===== src/rtl/dgl_pkg.sv =====
// dgl_pkg: shared widths, constants, controller states and the command and
// status structs of the dithered gradient line generator.
// No dependencies.
`default_nettype none

package dgl_pkg;

  localparam int COLOR_W     = 32;
  localparam int COUNT_W     = 7;
  localparam int S_TDATA_W   = 72;
  localparam int M_TDATA_W   = 32;
  localparam int CHANNELS    = 4;
  localparam int DIV_STEPS   = 24;
  localparam int DIV_CNT_W   = $clog2(DIV_STEPS);

  localparam int MAX_LINE_PIXELS_DEFAULT = 64;

  localparam logic [31:0] LCG_MUL      = 32'd1664525;
  localparam logic [31:0] LCG_ADD      = 32'd1013904223;
  localparam logic [31:0] SEED_RESET   = 32'd2147483563;
  localparam logic [15:0] DITHER_SCALE = 16'h0101;

  // generator value used for the first pixel after reset
  localparam logic [31:0] SEED_FIRST = 32'(SEED_RESET * LCG_MUL + LCG_ADD);

  typedef enum logic [1:0] {
    ST_IDLE,
    ST_DIVIDE,
    ST_EMIT
  } state_t;

  typedef struct packed {
    logic load;
    logic div_en;
    logic emit;
  } cmd_t;

  typedef struct packed {
    logic req_empty;
    logic req_single;
    logic div_last;
    logic pixel_last;
    logic out_free;
  } status_t;

endpackage

`default_nettype wire


===== src/rtl/dgl_ctrl.sv =====
// dgl_ctrl: controller state machine of the gradient line generator.
// Depends on dgl_pkg for the state, command and status types.
`default_nettype none

module dgl_ctrl (
  input  logic             clk,
  input  logic             rst,
  input  logic             s_tvalid,
  output logic             s_tready,
  input  dgl_pkg::status_t status,
  output dgl_pkg::cmd_t    cmd
);
  import dgl_pkg::*;

  state_t state;
  state_t state_next;

  always_ff @(posedge clk) begin
    if (rst) begin
      state <= ST_IDLE;
    end else begin
      state <= state_next;
    end
  end

  always_comb begin
    state_next = state;
    unique case (state)
      ST_IDLE: begin
        if (s_tvalid) begin
          if (status.req_empty) begin
            state_next = ST_IDLE;
          end else if (status.req_single) begin
            state_next = ST_EMIT;
          end else begin
            state_next = ST_DIVIDE;
          end
        end
      end
      ST_DIVIDE: begin
        if (status.div_last) begin
          state_next = ST_EMIT;
        end
      end
      ST_EMIT: begin
        if (status.out_free && status.pixel_last) begin
          state_next = ST_IDLE;
        end
      end
      default: state_next = ST_IDLE;
    endcase
  end

  always_comb begin
    s_tready   = 1'b0;
    cmd.load   = 1'b0;
    cmd.div_en = 1'b0;
    cmd.emit   = 1'b0;
    unique case (state)
      ST_IDLE: begin
        // input stays closed while reset is held
        s_tready = !rst;
        cmd.load = s_tvalid && !rst;
      end
      ST_DIVIDE: begin
        cmd.div_en = 1'b1;
      end
      ST_EMIT: begin
        cmd.emit = status.out_free;
      end
      default: begin
        s_tready = 1'b0;
      end
    endcase
  end

endmodule

`default_nettype wire


===== src/rtl/dgl_datapath.sv =====
// dgl_datapath: request decode, four-lane restoring divider, channel
// accumulators, dither generator and output register.
// Depends on dgl_pkg for widths, constants and the command and status types.
`default_nettype none

module dgl_datapath #(
  parameter int MAX_LINE_PIXELS = dgl_pkg::MAX_LINE_PIXELS_DEFAULT
) (
  input  logic                            clk,
  input  logic                            rst,
  input  dgl_pkg::cmd_t                   cmd,
  output dgl_pkg::status_t                status,
  input  logic [dgl_pkg::S_TDATA_W-1:0]   s_tdata,
  output logic                            m_tvalid,
  input  logic                            m_tready,
  output logic [dgl_pkg::M_TDATA_W-1:0]   m_tdata,
  output logic                            m_tlast
);
  import dgl_pkg::*;

  logic [COLOR_W-1:0]   start_color;
  logic [COLOR_W-1:0]   end_color;
  logic [COUNT_W-1:0]   pixel_count;
  logic [COUNT_W-1:0]   count_sat;

  logic [COUNT_W-1:0]   divisor;
  logic [DIV_CNT_W-1:0] div_cnt;
  logic [COUNT_W-1:0]   pixels_left;
  logic [31:0]          dither_seed;
  logic [31:0]          pixel_next;

  assign start_color = s_tdata[31:0];
  assign end_color   = s_tdata[63:32];
  assign pixel_count = s_tdata[70:64];

  // requests above the line limit are clamped to it
  assign count_sat = (pixel_count > COUNT_W'(MAX_LINE_PIXELS)) ?
                     COUNT_W'(MAX_LINE_PIXELS) : pixel_count;

  assign status.req_empty  = (count_sat == '0);
  assign status.req_single = (count_sat == COUNT_W'(1));
  assign status.div_last   = (div_cnt == DIV_CNT_W'(DIV_STEPS - 1));
  assign status.pixel_last = (pixels_left == COUNT_W'(1));
  assign status.out_free   = !m_tvalid || m_tready;

  for (genvar i = 0; i < CHANNELS; i++) begin : g_lane
    logic [7:0]            s_byte;
    logic [7:0]            e_byte;
    logic [7:0]            mag;
    logic                  neg_in;
    logic [31:0]           diff_full;
    logic [31:0]           acc;
    logic [31:0]           step;
    logic [COUNT_W-1:0]    rem;
    logic [DIV_STEPS-1:0]  quo;
    logic                  neg;
    logic [COUNT_W:0]      trial;
    logic                  fits;
    logic [COUNT_W-1:0]    rem_next;
    logic [DIV_STEPS-1:0]  quo_next;
    logic [31:0]           quo_ext;
    logic [7:0]            dith_byte;
    logic [23:0]           dith_sum;

    assign s_byte    = start_color[31-8*i -: 8];
    assign e_byte    = end_color[31-8*i -: 8];
    assign neg_in    = (s_byte > e_byte);
    assign mag       = neg_in ? (s_byte - e_byte) : (e_byte - s_byte);
    assign diff_full = {8'd0, e_byte, 16'd0} - {8'd0, s_byte, 16'd0};

    // one quotient bit per cycle, dividend shifts out of quo as bits shift in
    assign trial    = {rem, quo[DIV_STEPS-1]};
    assign fits     = (trial >= {1'b0, divisor});
    assign rem_next = fits ? COUNT_W'(trial - {1'b0, divisor}) : trial[COUNT_W-1:0];
    assign quo_next = {quo[DIV_STEPS-2:0], fits};
    assign quo_ext  = {{(32-DIV_STEPS){1'b0}}, quo_next};

    assign dith_byte = dither_seed[31-8*i -: 8];
    assign dith_sum  = acc[23:0] + 24'(dith_byte * DITHER_SCALE);
    assign pixel_next[31-8*i -: 8] = dith_sum[23:16];

    always_ff @(posedge clk) begin
      if (cmd.load) begin
        acc  <= {8'd0, s_byte, 16'd0};
        step <= diff_full;
        rem  <= '0;
        quo  <= {mag, 16'd0};
        neg  <= neg_in;
      end else if (cmd.div_en) begin
        rem <= rem_next;
        quo <= quo_next;
        if (status.div_last) begin
          step <= neg ? (32'd0 - quo_ext) : quo_ext;
        end
      end else if (cmd.emit) begin
        acc <= acc + step;
      end
    end
  end

  always_ff @(posedge clk) begin
    if (cmd.load) begin
      divisor <= count_sat - COUNT_W'(1);
    end
    if (cmd.emit) begin
      m_tdata <= pixel_next;
      m_tlast <= status.pixel_last;
    end
  end

  always_ff @(posedge clk) begin
    if (rst) begin
      div_cnt     <= '0;
      pixels_left <= '0;
      dither_seed <= SEED_FIRST;
      m_tvalid    <= 1'b0;
    end else begin
      if (cmd.load) begin
        div_cnt     <= '0;
        pixels_left <= count_sat;
      end else if (cmd.div_en) begin
        div_cnt <= div_cnt + DIV_CNT_W'(1);
      end else if (cmd.emit) begin
        pixels_left <= pixels_left - COUNT_W'(1);
      end
      // seed register already holds the advanced value for the next pixel
      if (cmd.emit) begin
        dither_seed <= dither_seed * LCG_MUL + LCG_ADD;
        m_tvalid    <= 1'b1;
      end else if (m_tready) begin
        m_tvalid <= 1'b0;
      end
    end
  end

endmodule

`default_nettype wire


===== src/rtl/dithered_gradient_line.sv =====
// dithered_gradient_line: top level, controller plus datapath.
// Depends on dgl_pkg, dgl_ctrl and dgl_datapath.
`default_nettype none

// A line request carries a start and an end ARGB color and a pixel count;
// the block answers with that many dithered ARGB pixels, interpolated per
// channel in 16.16 fixed point, with tlast on the final pixel. Counts above
// MAX_LINE_PIXELS are clamped, a count of zero produces no pixel. A request
// of n pixels is taken in the idle state; when n is two or more the
// restoring divider then works out the per-channel step (all four channels
// in parallel, one quotient bit per cycle), then the block sends one pixel
// per cycle while the output is taken. For n = 1 the divider is skipped.
// The dither generator runs on across lines and restarts only at reset.
module dithered_gradient_line #(
  parameter int MAX_LINE_PIXELS = dgl_pkg::MAX_LINE_PIXELS_DEFAULT
) (
  input  logic                          clk,
  input  logic                          rst,
  input  logic                          s_tvalid,
  output logic                          s_tready,
  // start_color [31:0], end_color [63:32], pixel_count [70:64], zero [71]
  input  logic [dgl_pkg::S_TDATA_W-1:0] s_tdata,
  output logic                          m_tvalid,
  input  logic                          m_tready,
  // pixel_value [31:0]
  output logic [dgl_pkg::M_TDATA_W-1:0] m_tdata,
  output logic                          m_tlast
);
  import dgl_pkg::*;

  cmd_t    cmd;
  status_t status;

  dgl_ctrl u_ctrl (
    .clk      (clk),
    .rst      (rst),
    .s_tvalid (s_tvalid),
    .s_tready (s_tready),
    .status   (status),
    .cmd      (cmd)
  );

  dgl_datapath #(
    .MAX_LINE_PIXELS (MAX_LINE_PIXELS)
  ) u_datapath (
    .clk      (clk),
    .rst      (rst),
    .cmd      (cmd),
    .status   (status),
    .s_tdata  (s_tdata),
    .m_tvalid (m_tvalid),
    .m_tready (m_tready),
    .m_tdata  (m_tdata),
    .m_tlast  (m_tlast)
  );

endmodule

`default_nettype wire


===== config.mk =====
export PLATFORM = sky130hd
export DESIGN_NAME = dithered_gradient_line
export DESIGN_NICKNAME = d
export VERILOG_FILES = /design/src/rtl/dgl_pkg.sv /design/src/rtl/dgl_ctrl.sv /design/src/rtl/dgl_datapath.sv /design/src/rtl/dithered_gradient_line.sv
export SDC_FILE = /design/constraint.sdc
export NUM_CORES = 2
export LEC_CHECK = 0
export BUFFER_PORTS_ARGS = -buffer_cell sky130_fd_sc_hd__buf_4
export CORE_MARGIN = 5
export CORE_UTILIZATION = 60
export DETAILED_ROUTE_END_ITERATION = 7
export PLACE_DENSITY = 0.82
export SLEW_MARGIN = 20
export SYNTH_ARGS = -nofsm -noshare
export SYNTH_HDL_FRONTEND = slang
export SYNTH_SLANG_ARGS = --single-unit

===== constraint.sdc =====
create_clock -name clk -period 16.7 [get_ports clk]
set_clock_uncertainty 0.15 [all_clocks]
set_input_delay 5.01 -clock clk [delete_from_list [all_inputs] [get_ports clk]]
set_output_delay 5.01 -clock clk [all_outputs]
set_load 0.1 [all_outputs]

==> metrics.yaml <==
r2r_start: "u_datapath.dither_seed[1]$_SDFFE_PP1P_"
synth-compound-area-share_pct: 14.9
grt_use_total_pct: 24.7
r2r_slack_ns: 8.88
synth_cells: 3773
cts_tree: "yes"
yosys.area_share.simple_pct: 12.4
critPathLaunch: "rst"
start_util_pct: 60.3
synth_area_um2: 34600
ys_warn_count: 0
worst_pin_slew_ns: 1.10
num_rows: 88
worstPathCellList: "buf_4 -> nor3_1 -> buf_4"
power.leakage_nw: 17.8
post-route-period-util_pct: 67.5
antenna_left: 0
relSlewSlack_pct: 26.4
cts.htree.levels: 2
worstSkewPairLatency_ns: 0.59
cts-resized-gates: 0
synth_xor_area_share_pct: 7.61
ctsHoldBuffers: 0
max_freq_mhz: 88.8
switching_share_pct: 33.1
worst_hold_path_type: "flop to flop"
max_cap_viol_count: 0
antenna_found_initial: 0
hold-worst-slack_ns: 0.311
crit_arrival_ns: 6.10
crit_top_cell: "buf_4"
post_cts_buffers: 0
cts-root-buf: "clkbuf_16"
rsz0062_at_grt: "no"
max-clock-path-buffers: 3
reg2reg_to: "u_datapath.dither_seed[29]$_SDFFE_PP1P_"
worstSetupEndpointType: "output port"
seq_area_frac_synth_pct: 29.4
synth_cell_types: 85
grt_pass1_wl_mm: 130
worstRegToRegCells: 23
worstPathMaxFanout: 51
stdcell_area_um2: 37700
drc_errors: 0
finalPower_mw: 3.24
finalSetupTns_ns: 0
overflow: 0
power.density_nw_per_um2: 86.0
diodes: 0
dp.cells: 4536
setup_viol_count_final: 0
internal-power_mw: 2.17
critical-path-slowest-cell: "nor3_1"
wl_per_cell_um: 17.0
area_growth_pct: 8.73
drtIter0Drc: 2004
grt_pass1_vias: 25958
dr.pass1.iters: 6
cp_num_buf_inv: 2
status: "finished, final reports clean"
max_stage_delay_ns: 0.41
ys_async_sr_fraction_pct: 0
layout_common_cells: "ha_1 (515), inv_1 (463), nand2_1 (339)"
multiInputGateArea_um2: 22200
synth-edff-count: 204
nFillCells: 4488
cts_buffers: 46
port_buffers: 109
endpoint: "s_tready"
ys_ff_latch: 407
coreArea_um2: 57500
io-pin-count: 111
seq_area_um2: 10200
p_comb_share_pct: 28.8
clockPowerShare_pct: 32.2
hpwl_mm: 59.0
die-area_um2: 62600
synth_nets: 4527
dieWidth_um: 250
fin_crit_ns: 11.26
path_depth: 3
totalWireLength_mm: 78.8
final_max_slew_viol_count: 0
dpl_cell_area_um2: 36100
ir_drop_mv: 0.106
die_y_um: 250
clk_pin_slew_worst_paths_ns: 0.06
switchingPower_mw: 1.07
synth_top_family_by_area: "adder cells"
num_vias: 26831
cp.required_ns: 11.54
nNetsFinal: 4573
final_common_cell: "ha_1"
critPathKind: "input pin to output port"
grt_max_degree: 106
critPathLaunchType: "input pin"
ys.flop_type: "edfxtp_1"
final_layout_size_suffix_gt1_share_pct: 6.43
layout.cells.non_filler: 4621
synthAdderAreaFrac_pct: 28.0
synth.avg_cell_area_um2: 9.18
clkSinkCount: 407
gp_congestion: 0.939
synthMuxAreaShare_pct: 1.13
crit_family: "buffers and inverters"
seqPwrFrac_pct: 39.0
finalHoldViolations: 0
vias_per_cell: 5.81
==> kinds of logic (layout without fill, tap and decap cells) <==
group / Yosys count / after routing
buffers and inverters: 594 / 677
adder cells (fa/ha/maj): 678 / 678
XOR/XNOR: 301 / 301
flip-flops: 407 / 407
AND/OR/NAND/NOR: 914 / 914
multiplexers: 39 / 39
AO/OA/AOI/OAI: 840 / 840
==> worst reg2reg max path: stages, from the launching register on <==
cell	delay (ns)
dfxtp_1	0.76
inv_1	0.32
ha_1	0.52
xor2_1	0.43
xnor2_1	0.20
fa_1	0.53
inv_1	0.07
fa_1	0.53
fa_1	0.57
inv_1	0.07
fa_1	0.54
inv_1	0.06
fa_1	0.55
inv_1	0.05
ha_1	0.40
a211oi_1	0.28
nand2_1	0.11
a211oi_1	0.29
a21oi_2	0.17
a311oi_2	0.45
a21oi_1	0.19
o21ai_0	0.18
o41a_1	0.18
nand3_1	0.08
==> worst min-delay path by stage <==
| stage | start | endpoint | cells after the start |
|---|---|---|---|
| after floorplan | u_datapath.g_lane[1].rem[6]$_SDFFE_PP0P_ | u_datapath.g_lane[1].rem[6]$_SDFFE_PP0P_ | 2 |
| after global placement | u_datapath.g_lane[1].rem[6]$_SDFFE_PP0P_ | u_datapath.g_lane[1].rem[6]$_SDFFE_PP0P_ | 2 |
| after detailed placement | u_datapath.g_lane[1].rem[6]$_SDFFE_PP0P_ | u_datapath.g_lane[1].rem[6]$_SDFFE_PP0P_ | 2 |
| after CTS | u_datapath.g_lane[1].rem[6]$_SDFFE_PP0P_ | u_datapath.g_lane[1].rem[6]$_SDFFE_PP0P_ | 2 |
| after global routing | u_datapath.g_lane[2].acc[0]$_SDFFE_PP0P_ | u_datapath.g_lane[2].acc[0]$_SDFFE_PP0P_ | 2 |
| final | u_datapath.g_lane[1].rem[6]$_SDFFE_PP0P_ | u_datapath.g_lane[1].rem[6]$_SDFFE_PP0P_ | 2 |
==> registers in the layout, indices dropped and copies added, names as in the netlist <==
signal                  count
u_ctrl.state                2
u_datapath.dither_seed     32
u_datapath.div_cnt          5
u_datapath.divisor          7
u_datapath.g_lane.acc      96
u_datapath.g_lane.neg       4
u_datapath.g_lane.quo      96
u_datapath.g_lane.rem      28
u_datapath.g_lane.step     96
u_datapath.m_tdata         32
u_datapath.m_tlast          1
u_datapath.m_tvalid         1
u_datapath.pixels_left      7
==> per-stage QoR <==
stage	utilization, %	setup slack [ns]
after detailed placement	62.8	5.44
final	65.5	5.44
after CTS	65.5	5.43
after global routing	65.5	5.34
after floorplan	-	4.32
after global placement	62.8	5.44
==> cell usage after synthesis, drive strengths merged (38+ instances only) <==
cell type / n / area share, %
a21o: 79 / 1.7
a21oi: 185 / 2.7
clkbuf: 100 / 1.1
dfxtp: 203 / 12
edfxtp: 204 / 18
fa: 163 / 9.4
ha: 515 / 19
inv: 465 / 5.0
mux2i: 38 / 1.1
nand2: 340 / 3.7
nand2b: 41 / 0.75
nand3: 108 / 1.6
nor2: 200 / 2.2
nor2b: 54 / 1.0
nor3: 48 / 0.69
o21a: 39 / 0.85
o21ai: 324 / 4.7
xnor2: 150 / 3.8
xor2: 151 / 3.8
==> power by group through the flow <==
stage | Combinational (mW) | Clock, mW | Sequential, mW
3_3_place_gp | 0.888 | 0 | 1.28
5_1_grt | 1.05 | 1.10 | 1.27
2_1_floorplan | 0.724 | 0 | 1.26
3_5_place_dp | 0.917 | 0 | 1.28
4_1_cts | 0.929 | 1.06 | 1.26
6_report | 0.934 | 1.04 | 1.26
==> per-layer routing <==
metal / vias up / global-route usage (%) / part of all wire (%)
met4: 0 / 6.80 / 2.6
met1: 12780 / 35.3 / 46
met3: 145 / 3.31 / 6.4
met2: 808 / 39.7 / 46
li1: 13098 / - / -
met5: - / 0 / 0
==> layout make-up <==
type	count	area share, %
clock buffers	64	3.53
clock inverters	21	0.621
inverters	465	4.64
multi-input cells	2772	59.0
flip-flops and latches	407	27.1
well taps	765	2.54
repair buffers	127	2.58
(Power assumes the default switching activity.)
